`src/rtl/vrdpm_pkg.sv`:
```
package vrdpm_pkg;

  localparam int unsigned PAGE_COUNT = 512;
  localparam int unsigned PAGE_W     = $clog2(PAGE_COUNT);
  localparam int unsigned WORD_BITS  = 64;
  localparam int unsigned WORD_SH    = $clog2(WORD_BITS);
  localparam int unsigned MAP_WORDS  = (PAGE_COUNT + WORD_BITS - 1) / WORD_BITS;
  localparam int unsigned WIDX_W     = $clog2(MAP_WORDS);
  localparam int unsigned BLK_SH     = 5;
  localparam int unsigned COL_W      = 7;
  localparam int unsigned ROW_W      = 8;
  localparam int unsigned PER_ROW_W  = 6;
  localparam int unsigned PROD_W     = ROW_W + PER_ROW_W;

  typedef enum logic [1:0] {
    OP_MARK  = 2'd0,
    OP_READ  = 2'd1,
    OP_CLEAR = 2'd2,
    OP_NOP   = 2'd3
  } opcode_e;

  typedef struct packed {
    logic       known;
    logic       wide;
    logic [2:0] th_sh;
  } fmt_info_t;

  typedef struct packed {
    logic load;
    logic decode;
    logic setup;
    logic walk;
    logic flush;
    logic fill;
    logic clear;
    logic rd_sel;
    logic finish;
  } dp_cmd_t;

  typedef struct packed {
    opcode_e op;
    logic    empty;
    logic    known;
    logic    walk_last;
    logic    fill_last;
  } dp_stat_t;

  function automatic fmt_info_t decode_fmt(input logic [5:0] fmt);
    fmt_info_t info;
    info.known = 1'b1;
    info.wide  = 1'b0;
    info.th_sh = 3'd5;
    unique case (fmt)
      6'h00, 6'h01, 6'h1B, 6'h24, 6'h2C, 6'h30, 6'h31: begin
        info.th_sh = 3'd5;
      end
      6'h02, 6'h0A, 6'h32, 6'h3A: begin
        info.th_sh = 3'd6;
      end
      6'h13: begin
        info.wide  = 1'b1;
        info.th_sh = 3'd6;
      end
      6'h14: begin
        info.wide  = 1'b1;
        info.th_sh = 3'd7;
      end
      default: begin
        info.known = 1'b0;
      end
    endcase
    return info;
  endfunction

endpackage

```
`src/rtl/vrdpm_ctrl.sv`:
```
module vrdpm_ctrl (
  input  logic                clk_i,
  input  logic                rst_ni,
  input  logic                start,
  output logic                busy,
  input  vrdpm_pkg::dp_stat_t stat_i,
  output vrdpm_pkg::dp_cmd_t  cmd_o
);
  import vrdpm_pkg::*;

  typedef enum logic [6:0] {
    ST_IDLE   = 7'b0000001,
    ST_DECODE = 7'b0000010,
    ST_SETUP  = 7'b0000100,
    ST_WALK   = 7'b0001000,
    ST_FLUSH  = 7'b0010000,
    ST_FILL   = 7'b0100000,
    ST_READ   = 7'b1000000
  } state_e;

  state_e state_q, state_d;

  always_comb begin
    state_d = state_q;
    cmd_o   = '0;
    unique case (state_q)
      ST_IDLE: begin
        if (start) begin
          cmd_o.load = 1'b1;
          state_d    = ST_DECODE;
        end
      end
      ST_DECODE: begin
        unique case (stat_i.op)
          OP_MARK: begin
            priority if (stat_i.empty) begin
              cmd_o.finish = 1'b1;
              state_d      = ST_IDLE;
            end else if (!stat_i.known) begin
              state_d = ST_FILL;
            end else begin
              cmd_o.decode = 1'b1;
              state_d      = ST_SETUP;
            end
          end
          OP_READ: begin
            cmd_o.rd_sel = 1'b1;
            state_d      = ST_READ;
          end
          OP_CLEAR: begin
            cmd_o.clear  = 1'b1;
            cmd_o.finish = 1'b1;
            state_d      = ST_IDLE;
          end
          OP_NOP: begin
            cmd_o.finish = 1'b1;
            state_d      = ST_IDLE;
          end
          default: begin
            cmd_o.finish = 1'b1;
            state_d      = ST_IDLE;
          end
        endcase
      end
      ST_SETUP: begin
        cmd_o.setup = 1'b1;
        state_d     = ST_WALK;
      end
      ST_WALK: begin
        cmd_o.walk = 1'b1;
        if (stat_i.walk_last) begin
          state_d = ST_FLUSH;
        end
      end
      ST_FLUSH: begin
        cmd_o.flush  = 1'b1;
        cmd_o.finish = 1'b1;
        state_d      = ST_IDLE;
      end
      ST_FILL: begin
        cmd_o.fill = 1'b1;
        if (stat_i.fill_last) begin
          cmd_o.finish = 1'b1;
          state_d      = ST_IDLE;
        end
      end
      ST_READ: begin
        cmd_o.finish = 1'b1;
        state_d      = ST_IDLE;
      end
      default: begin
        state_d = ST_IDLE;
      end
    endcase
  end

  always_ff @(posedge clk_i or negedge rst_ni) begin
    if (!rst_ni) begin
      state_q <= ST_IDLE;
    end else begin
      state_q <= state_d;
    end
  end

  assign busy = (state_q != ST_IDLE);

endmodule

```
`src/rtl/vrdpm_dp.sv`:
```
module vrdpm_dp (
  input  logic                clk_i,
  input  logic                rst_ni,
  input  vrdpm_pkg::dp_cmd_t  cmd_i,
  output vrdpm_pkg::dp_stat_t stat_o,
  input  logic [1:0]          opcode_i,
  input  logic [13:0]         base_block_i,
  input  logic [5:0]          buffer_width_i,
  input  logic [5:0]          pixel_format_i,
  input  logic [11:0]         rect_width_i,
  input  logic [11:0]         rect_height_i,
  input  logic [10:0]         origin_x_i,
  input  logic [10:0]         origin_y_i,
  input  logic [2:0]          word_select_i,
  output logic                done_o,
  output logic [63:0]         map_word_o,
  output logic                unknown_format_o
);
  import vrdpm_pkg::*;

  opcode_e     op_q;
  logic [13:0] base_q;
  logic [5:0]  bw_q;
  logic [5:0]  fmt_q;
  logic [11:0] w_q;
  logic [11:0] h_q;
  logic [10:0] x_q;
  logic [10:0] y_q;
  logic [2:0]  sel_q;

  fmt_info_t          info;
  logic               empty;
  logic [12:0]        x_end;
  logic [12:0]        y_end;
  logic [COL_W-1:0]   first_col_c, last_col_c;
  logic [ROW_W-1:0]   first_row_c, last_row_c;
  logic [5:0]         bw_eff;
  logic [PER_ROW_W-1:0] per_row_raw, per_row_c;

  logic [COL_W-1:0]     first_col_q, last_col_q;
  logic [ROW_W-1:0]     first_row_q, last_row_q;
  logic [PER_ROW_W-1:0] per_row_q;
  logic [PAGE_W-1:0]    base_page_q;
  logic                 unaligned_q;

  logic [ROW_W-1:0]  row_q, row_d;
  logic [COL_W-1:0]  col_q, col_d;
  logic              sub_q, sub_d;
  logic [PAGE_W-1:0] rbase_q, rbase_d;
  logic [PROD_W-1:0] row_off_c;

  logic [PAGE_W-1:0]    page_c;
  logic [WIDX_W-1:0]    widx_c;
  logic [WORD_BITS-1:0] bit_mask;
  logic                 at_end, hit, adv, miss;

  logic [WORD_BITS-1:0] mem_q [MAP_WORDS];
  logic [MAP_WORDS-1:0] valid_q;
  logic [WORD_BITS-1:0] rd_data_q;
  logic                 rd_ok_q;
  logic                 rd_range_q;
  logic                 mem_we, mem_re;
  logic [WIDX_W-1:0]    mem_waddr, mem_raddr;
  logic [WORD_BITS-1:0] mem_wdata;

  logic [WORD_BITS-1:0] cur_word_q, cur_word_d;
  logic [WIDX_W-1:0]    cur_idx_q, cur_idx_d;
  logic                 cur_live_q, cur_live_d;
  logic                 fetch_q, fetch_d;
  logic [WIDX_W-1:0]    fill_q;

  logic                 done_q;
  logic [WORD_BITS-1:0] map_word_q;
  logic                 unknown_q;

  always_ff @(posedge clk_i) begin
    if (cmd_i.load) begin
      op_q   <= opcode_e'(opcode_i);
      base_q <= base_block_i;
      bw_q   <= buffer_width_i;
      fmt_q  <= pixel_format_i;
      w_q    <= rect_width_i;
      h_q    <= rect_height_i;
      x_q    <= origin_x_i;
      y_q    <= origin_y_i;
      sel_q  <= word_select_i;
    end
  end

  assign info  = decode_fmt(fmt_q);
  assign empty = (w_q == 12'd0) || (h_q == 12'd0);
  assign x_end = 13'(x_q) + 13'(w_q) - 13'd1;
  assign y_end = 13'(y_q) + 13'(h_q) - 13'd1;

  always_comb begin
    if (info.wide) begin
      first_col_c = COL_W'(x_q >> 7);
      last_col_c  = COL_W'(x_end >> 7);
    end else begin
      first_col_c = COL_W'(x_q >> 6);
      last_col_c  = COL_W'(x_end >> 6);
    end
    unique case (info.th_sh)
      3'd5: begin
        first_row_c = ROW_W'(y_q >> 5);
        last_row_c  = ROW_W'(y_end >> 5);
      end
      3'd6: begin
        first_row_c = ROW_W'(y_q >> 6);
        last_row_c  = ROW_W'(y_end >> 6);
      end
      default: begin
        first_row_c = ROW_W'(y_q >> 7);
        last_row_c  = ROW_W'(y_end >> 7);
      end
    endcase
  end

  assign bw_eff      = (bw_q == 6'd0) ? 6'd1 : bw_q;
  assign per_row_raw = info.wide ? PER_ROW_W'(bw_eff >> 1) : PER_ROW_W'(bw_eff);
  assign per_row_c   = (per_row_raw == '0) ? PER_ROW_W'(1) : per_row_raw;

  always_ff @(posedge clk_i) begin
    if (cmd_i.decode) begin
      first_col_q <= first_col_c;
      last_col_q  <= last_col_c;
      first_row_q <= first_row_c;
      last_row_q  <= last_row_c;
      per_row_q   <= per_row_c;
      base_page_q <= PAGE_W'(base_q >> BLK_SH);
      unaligned_q <= (base_q[BLK_SH-1:0] != '0);
    end
  end

  assign row_off_c = PROD_W'(first_row_q) * PROD_W'(per_row_q);
  assign page_c    = PAGE_W'(rbase_q + PAGE_W'(col_q) + PAGE_W'(sub_q));
  assign widx_c    = page_c[PAGE_W-1:WORD_SH];
  assign bit_mask  = {{(WORD_BITS-1){1'b0}}, 1'b1} << page_c[WORD_SH-1:0];
  assign at_end    = (col_q == last_col_q) && (row_q == last_row_q) && (sub_q || !unaligned_q);
  assign hit       = cur_live_q && (cur_idx_q == widx_c);
  assign adv       = cmd_i.walk && (fetch_q || hit);
  assign miss      = cmd_i.walk && !fetch_q && !hit;

  always_comb begin
    row_d   = row_q;
    col_d   = col_q;
    sub_d   = sub_q;
    rbase_d = rbase_q;
    if (cmd_i.setup) begin
      row_d   = first_row_q;
      col_d   = first_col_q;
      sub_d   = 1'b0;
      rbase_d = PAGE_W'(row_off_c) + base_page_q;
    end else if (adv) begin
      if (unaligned_q && !sub_q) begin
        sub_d = 1'b1;
      end else begin
        sub_d = 1'b0;
        if (col_q == last_col_q) begin
          col_d   = first_col_q;
          row_d   = row_q + ROW_W'(1);
          rbase_d = rbase_q + PAGE_W'(per_row_q);
        end else begin
          col_d = col_q + COL_W'(1);
        end
      end
    end
  end

  always_ff @(posedge clk_i or negedge rst_ni) begin
    if (!rst_ni) begin
      row_q   <= '0;
      col_q   <= '0;
      sub_q   <= 1'b0;
      rbase_q <= '0;
    end else begin
      row_q   <= row_d;
      col_q   <= col_d;
      sub_q   <= sub_d;
      rbase_q <= rbase_d;
    end
  end

  always_comb begin
    cur_word_d = cur_word_q;
    cur_idx_d  = cur_idx_q;
    cur_live_d = cur_live_q;
    fetch_d    = fetch_q;
    if (cmd_i.walk) begin
      priority if (fetch_q) begin
        cur_word_d = (rd_ok_q ? rd_data_q : '0) | bit_mask;
        cur_live_d = 1'b1;
        fetch_d    = 1'b0;
      end else if (hit) begin
        cur_word_d = cur_word_q | bit_mask;
      end else begin
        cur_idx_d  = widx_c;
        cur_live_d = 1'b0;
        fetch_d    = 1'b1;
      end
    end
    if (cmd_i.flush) begin
      cur_live_d = 1'b0;
    end
  end

  always_ff @(posedge clk_i) begin
    cur_word_q <= cur_word_d;
  end

  always_ff @(posedge clk_i or negedge rst_ni) begin
    if (!rst_ni) begin
      cur_idx_q  <= '0;
      cur_live_q <= 1'b0;
      fetch_q    <= 1'b0;
    end else begin
      cur_idx_q  <= cur_idx_d;
      cur_live_q <= cur_live_d;
      fetch_q    <= fetch_d;
    end
  end

  assign mem_we    = ((miss || cmd_i.flush) && cur_live_q) || cmd_i.fill;
  assign mem_waddr = cmd_i.fill ? fill_q : cur_idx_q;
  assign mem_wdata = cmd_i.fill ? '1 : cur_word_q;
  assign mem_re    = miss || cmd_i.rd_sel;
  assign mem_raddr = cmd_i.rd_sel ? WIDX_W'(sel_q) : widx_c;

  always_ff @(posedge clk_i) begin
    if (mem_we) begin
      mem_q[mem_waddr] <= mem_wdata;
    end
    if (mem_re) begin
      rd_data_q <= mem_q[mem_raddr];
    end
  end

  always_ff @(posedge clk_i or negedge rst_ni) begin
    if (!rst_ni) begin
      valid_q    <= '0;
      rd_ok_q    <= 1'b0;
      rd_range_q <= 1'b0;
      fill_q     <= '0;
    end else begin
      if (cmd_i.clear) begin
        valid_q <= '0;
      end else if (mem_we) begin
        valid_q[mem_waddr] <= 1'b1;
      end
      if (mem_re) begin
        rd_ok_q <= valid_q[mem_raddr];
      end
      if (cmd_i.rd_sel) begin
        rd_range_q <= (32'(sel_q) < MAP_WORDS);
      end
      if (cmd_i.load) begin
        fill_q <= '0;
      end else if (cmd_i.fill) begin
        fill_q <= fill_q + WIDX_W'(1);
      end
    end
  end

  always_ff @(posedge clk_i or negedge rst_ni) begin
    if (!rst_ni) begin
      done_q <= 1'b0;
    end else begin
      done_q <= cmd_i.finish;
    end
  end

  always_ff @(posedge clk_i) begin
    if (cmd_i.finish) begin
      map_word_q <= (op_q == OP_READ && rd_range_q && rd_ok_q) ? rd_data_q : '0;
      unknown_q  <= (op_q == OP_MARK) && !empty && !info.known;
    end
  end

  assign stat_o.op        = op_q;
  assign stat_o.empty     = empty;
  assign stat_o.known     = info.known;
  assign stat_o.walk_last = adv && at_end;
  assign stat_o.fill_last = (fill_q == WIDX_W'(MAP_WORDS - 1));

  assign done_o           = done_q;
  assign map_word_o       = map_word_q;
  assign unknown_format_o = unknown_q;

endmodule

```
`src/rtl/vram_rect_dirty_page_marker_top.sv`:
```
// Channel   Handshake          Payload
// request   start / busy       opcode_i, base_block_i, buffer_width_i, pixel_format_i,
//                              rect_width_i, rect_height_i, origin_x_i, origin_y_i,
//                              word_select_i
// result    done_o (1 cycle)   map_word_o, unknown_format_o
//
// A request is taken when start is high and busy is low; its result strobes on done_o.
// Mark: sets P pages, one per cycle except while a map word is fetched (two pages
// per tile on an unaligned base), and fetches F 64-bit map words from the map RAM.
// Unknown format: the whole map is filled, one map word filled per cycle.
// Reset clears the map at once through per-word valid bits; no clearing pass.
// The receiver cannot stall; busy is low during the result cycle.
module vram_rect_dirty_page_marker_top (
  input  logic        clk_i,
  input  logic        rst_ni,
  input  logic        start,
  output logic        busy,
  input  logic [1:0]  opcode_i,
  input  logic [13:0] base_block_i,
  input  logic [5:0]  buffer_width_i,
  input  logic [5:0]  pixel_format_i,
  input  logic [11:0] rect_width_i,
  input  logic [11:0] rect_height_i,
  input  logic [10:0] origin_x_i,
  input  logic [10:0] origin_y_i,
  input  logic [2:0]  word_select_i,
  output logic        done_o,
  output logic [63:0] map_word_o,
  output logic        unknown_format_o
);
  import vrdpm_pkg::*;

  dp_cmd_t  cmd;
  dp_stat_t stat;

  vrdpm_ctrl u_ctrl (
    .clk_i  (clk_i),
    .rst_ni (rst_ni),
    .start  (start),
    .busy   (busy),
    .stat_i (stat),
    .cmd_o  (cmd)
  );

  vrdpm_dp u_dp (
    .clk_i            (clk_i),
    .rst_ni           (rst_ni),
    .cmd_i            (cmd),
    .stat_o           (stat),
    .opcode_i         (opcode_i),
    .base_block_i     (base_block_i),
    .buffer_width_i   (buffer_width_i),
    .pixel_format_i   (pixel_format_i),
    .rect_width_i     (rect_width_i),
    .rect_height_i    (rect_height_i),
    .origin_x_i       (origin_x_i),
    .origin_y_i       (origin_y_i),
    .word_select_i    (word_select_i),
    .done_o           (done_o),
    .map_word_o       (map_word_o),
    .unknown_format_o (unknown_format_o)
  );

`ifndef SYNTHESIS
  assert property (@(posedge clk_i) disable iff (!rst_ni) done_o |-> !busy)
    else $error("result strobe while a request is in progress");
  assert property (@(posedge clk_i) disable iff (!rst_ni) (start && !busy) |=> busy)
    else $error("accepted request did not raise busy");
  assert property (@(posedge clk_i) disable iff (!rst_ni) done_o |=> !done_o)
    else $error("result strobe held for two cycles");
  assert property (@(posedge clk_i) disable iff (!rst_ni)
    (done_o && unknown_format_o) |-> (map_word_o == '0))
    else $error("unknown-format mark returned map data");
`endif

endmodule
```
`config.mk`:
```
export PLATFORM = sky130hd
export DESIGN_NAME = vram_rect_dirty_page_marker_top
export DESIGN_NICKNAME = d
export VERILOG_FILES = /design/src/rtl/vrdpm_pkg.sv /design/src/rtl/vrdpm_ctrl.sv /design/src/rtl/vrdpm_dp.sv /design/src/rtl/vram_rect_dirty_page_marker_top.sv
export SDC_FILE = /design/constraint.sdc
export NUM_CORES = 1
export LEC_CHECK = 0
export ABC_AREA = 0
export BUFFER_PORTS_ARGS = -buffer_cell sky130_fd_sc_hd__buf_4
export CAP_MARGIN = 15
export CORE_UTILIZATION = 64
export CTS_BUF_LIST = sky130_fd_sc_hd__clkbuf_8
export CTS_CLUSTER_DIAMETER = 100
export DETAILED_ROUTE_END_ITERATION = 10
export PLACE_DENSITY = 0.85
export SYNTH_ARGS = -nofsm -noshare
export SYNTH_HDL_FRONTEND = slang
export SYNTH_SLANG_ARGS = --single-unit
```
`constraint.sdc`:
```
create_clock -name clk_i -period 8.7 [get_ports clk_i]
set_input_delay 0.87 -clock clk_i [delete_from_list [all_inputs] [get_ports clk_i]]
set_output_delay 0.87 -clock clk_i [all_outputs]
set_load 0.02 [all_outputs]
```
==> results.py <==
metrics = {
    "floorplanning": {
        "die_w_um": 243.5,
        "die_area_um2": 59310,
        "core_area_um2": 57700,
        "die_h_um": 243.5,
        "start_util_pct": 64.72,
        "rows": 88,
        "boundaryPins": 147,
    },
    "power": {
        "p_per_area_nw_per_um2": 231.2,
        "p_sw_share_pct": 26.84,
        "p_leak_nw": 14.81,
        "ir_worst_vdd_mv": 0.1692,
        "switching_power_mw": 2.593,
        "combPwrFrac_pct": 17.0,
        "clock_power_share_pct": 32.1,
        "power_frac_seq_pct": 50.9,
        "internal-power_mw": 7.067,
    },
    "timing": {
        "slew_headroom_pct": 23.94,
        "fmax_mhz": 192.1,
        "tightest_slew_ns": 1.141,
        "finalCritPeriodShare_pct": 59.84,
        "slew_violations": 0,
        "finalCriticalPeriod_ns": 5.206,
        "rsz0062_at_grt": "no",
        "finClkSkew_ns": 0.03497,
        "final_hold_viol_count": 0,
        "setup_violations": 0,
        "holdWs_ns": 0.1456,
        "setup_tns_ns": 0,
    },
    "finish": {
        "multi_input_comb_area_um2": 10560,
        "regArea_um2": 26020,
        "n_fill_cell": 3339,
        "nNetsFinal": 2649,
        "drive_above_1_share_pct": 22.62,
        "syn_to_final_growth_pct": 11.90,
    },
    "logic_synthesis": {
        "syn_nets": 2420,
        "synth_compound_area_share_pct": 5.060,
        "synth_top_family_by_area": "multiplexers",
        "synth_seq_cells": 875,
        "synthMuxAreaShare_pct": 10.30,
        "ys_seq_area_share_pct": 69.69,
        "synth.area.top_cells": "edfxtp_1 (66%), mux4_2 (7.7%), dfrtp_1 (3.4%)",
        "syn-instance-count": 2244,
        "yosysWarnings": 0,
        "synthFlopType": "edfxtp_1",
        "ys_async_sr_fraction_pct": 5.829,
        "yosys.area.top_type_share_pct": 66.27,
        "synth_area_per_cell_um2": 16.64,
        "synth_area_um2": 37340,
        "ys_types": 78,
        "synth_area_leader_cell": "edfxtp_1",
        "yosys.area_share.xor_xnor_pct": 1.344,
        "synth-simple-area-share_pct": 7.486,
        "synth_edf_count": 824,
        "synth_fa_ha_area_share_pct": 3.679,
    },
    "clock_tree": {
        "cts_resized": 0,
        "holdBufCountCts": 0,
        "clkTransAtPathRegs_ns": 0.06,
        "clock_tree.root_cell": "clkbuf_8",
        "post_cts_buffers": 0,
        "cts_made_buffers": 137,
        "clock-sinks": 875,
        "clockBufferDepth": 3,
        "htreeDepth": 4,
        "cts_tree": "done",
        "clock_latency_ns": 0.80,
    },
    "place": {
        "place_congestion": 0.8755,
        "port_buffers": 146,
        "hpwl_um": 45840,
    },
    "routing": {
        "drtAntennaViolNets": 0,
        "drt_iter0_markers": 2208,
        "first_pass_iters": 6,
        "num_vias": 21079,
        "wl_per_cell_um": 24.31,
        "detail_route.vias_per_cell": 6.338,
        "routed_wl_um": 80870,
        "drc": 0,
    },
    "worst_setup_path": {
        "required_ns": 9.10,
        "crit_chain": "fa_1, inv_1, fa_1, nand2b_1, a21oi_2, nand2b_1, a31oi_1, or2_1, a311oi_4, o2111ai_4, a21oi_4, buf_4",
        "reg2reg_slack_ns": 3.49,
        "r2r_cells": 12,
        "crit_fanout": 41,
        "start_kind": "register",
        "critPathSlowestCell": "a21oi_4",
        "crit_arrival_ns": 5.60,
        "r2r-end": "u_dp.mem_q[6][11]$_DFFE_PP_",
        "worstSetupEndpoint": "u_dp.mem_q[6][11]$_DFFE_PP_",
        "crit_type": "reg2reg",
        "r2r-start": "u_dp.col_q[0]$_DFFE_PN0P_",
        "slowest_delay_ns": 0.91,
        "cp-end-kind": "register",
        "crit_path_start": "u_dp.col_q[0]$_DFFE_PN0P_",
    },
    "outcome": {
        "run_status": "complete, no violations",
    },
    "global_routing": {
        "grt_overflow": 0,
        "grt_pass1_wl_um": 123000,
        "antenna_found_initial": 1,
        "grt_pass1_vias": 21784,
        "track_usage_pct": 27.81,
        "grt_max_degree": 75,
    },
    "min_path": {
        "hp-class": "in2async",
    },
    "job": {
        "maxCapViolations": 0,
    },
}
==> metrics by stage <==
step                      area, µm²  total power [mW]  setup slack [ns]  util [%]  instances
final                         41780             9.660             3.494     72.42       3326
after detailed placement      39410             6.628             3.522     68.30       3098
after global placement        39410             6.542             3.640     68.30       3098
after floorplan               37340             6.169             2.372         -       2244
after global routing          41780             10.03             3.199     72.42       3326
after CTS                     41780             9.685             3.486     72.41       3324
==> logic make-up (layout without fill, tap and decap cells) <==
family	count (synthesis)	in the layout
XOR/XNOR	54	54
flip-flops	875	875
buffers and inverters	231	547
AND/OR/NAND/NOR	509	509
adder cells (fa/ha/maj)	96	96
other	0	1
multiplexers	215	215
AO/OA/AOI/OAI	264	264
==> placed cells by master, fill, tap and decap left out, drive strengths merged, types with 13 or more instances in the layout <==
cell    count
edfxtp    824
inv       195
buf       179
clkbuf    138
mux4      128
and2       91
nand2      81
nor2       81
nand2b     76
nor2b      75
ha         73
mux2       73
a21oi      67
o21ai      60
a221o      50
dfrtp      50
xnor2      30
clkinv     28
nand3      26
fa         23
xor2       22
mux2i      14
nor3       14
nor4       13
==> per-layer routing <==
metal	track usage [%]	routed length, µm	up-vias
met3	6.367	7867	220
met4	11.23	2729	0
li1	-	-	9054
met1	36.16	29680	10517
met2	45.84	40590	1288
met5	0	0	-
==> power by group through the flow <==
stage               logic, mW  clock network [mW]  registers (mW)
floorplan                1.16                   0            5.01
global placement         1.55                   0            4.99
detailed placement       1.63                   0            5.00
CTS                      1.64                3.13            4.92
global route             1.78                3.31            4.93
finish                   1.65                3.10            4.92
==> critical path: cells and delay by family, from the launching register on <==
family	cells	cell delay, ns
DFF	1	0.45
adders and majority gates	2	0.65
buffers and inverters	2	0.80
and+or+nand+nor	3	0.79
AOI/OAI and AO/OA	5	2.09
==> worst min path at each step <==
stage | start | to | slack (ns) | depth (start not counted)
floorplan | u_dp.base_q[5]$_DFFE_PP_ | u_dp.base_page_q[0]$_DFFE_PP_ | 0.40 | 0
global placement | u_dp.base_q[10]$_DFFE_PP_ | u_dp.base_page_q[5]$_DFFE_PP_ | 0.40 | 0
detailed placement | u_dp.base_q[6]$_DFFE_PP_ | u_dp.base_page_q[1]$_DFFE_PP_ | 0.41 | 0
CTS | rst_ni | u_dp.done_o$_DFF_PN0_ | 0.09 | 1
global route | rst_ni | u_dp.done_o$_DFF_PN0_ | 0.14 | 1
finish | rst_ni | u_dp.row_q[1]$_DFFE_PN0P_ | 0.15 | 1
==> layout make-up <==
type / count / area share [%]
inverters: 142 / 1.276
clock inverters: 88 / 1.126
flip-flops and latches: 875 / 62.28
clock buffers: 138 / 4.546
multi-input cells: 1138 / 25.27
diodes: 1 / 0.005989
repair buffers: 179 / 3.210
well taps: 765 / 2.291
==> cells in the mapped netlist (all sizes together) (23+ instances only) <==
cell type,n
edfxtp,824
inv,142
mux4,128
and2,91
nand2,81
nor2,81
nand2b,76
nor2b,75
ha,73
mux2,73
a21oi,67
o21ai,60
clkbuf,57
a221o,50
dfrtp,50
buf,32
xnor2,30
nand3,26
fa,23
==> state kept, by name, indices dropped and copies added, names as in the netlist, 7 cells and up <==
signal	flops
u_dp.last_col_q	7
u_dp.cur_word_q	64
u_ctrl.state_q	7
u_dp.base_q	14
u_dp.x_q	11
u_dp.rbase_q	9
u_dp.valid_q	8
u_dp.y_q	11
u_dp.col_q	7
u_dp.w_q	12
u_dp.mem_q	512
u_dp.row_q	8
u_dp.map_word_o	64
u_dp.h_q	12
u_dp.base_page_q	9
u_dp.last_row_q	8
u_dp.rd_data_q	64
Power figures use the tool's default switching activity.
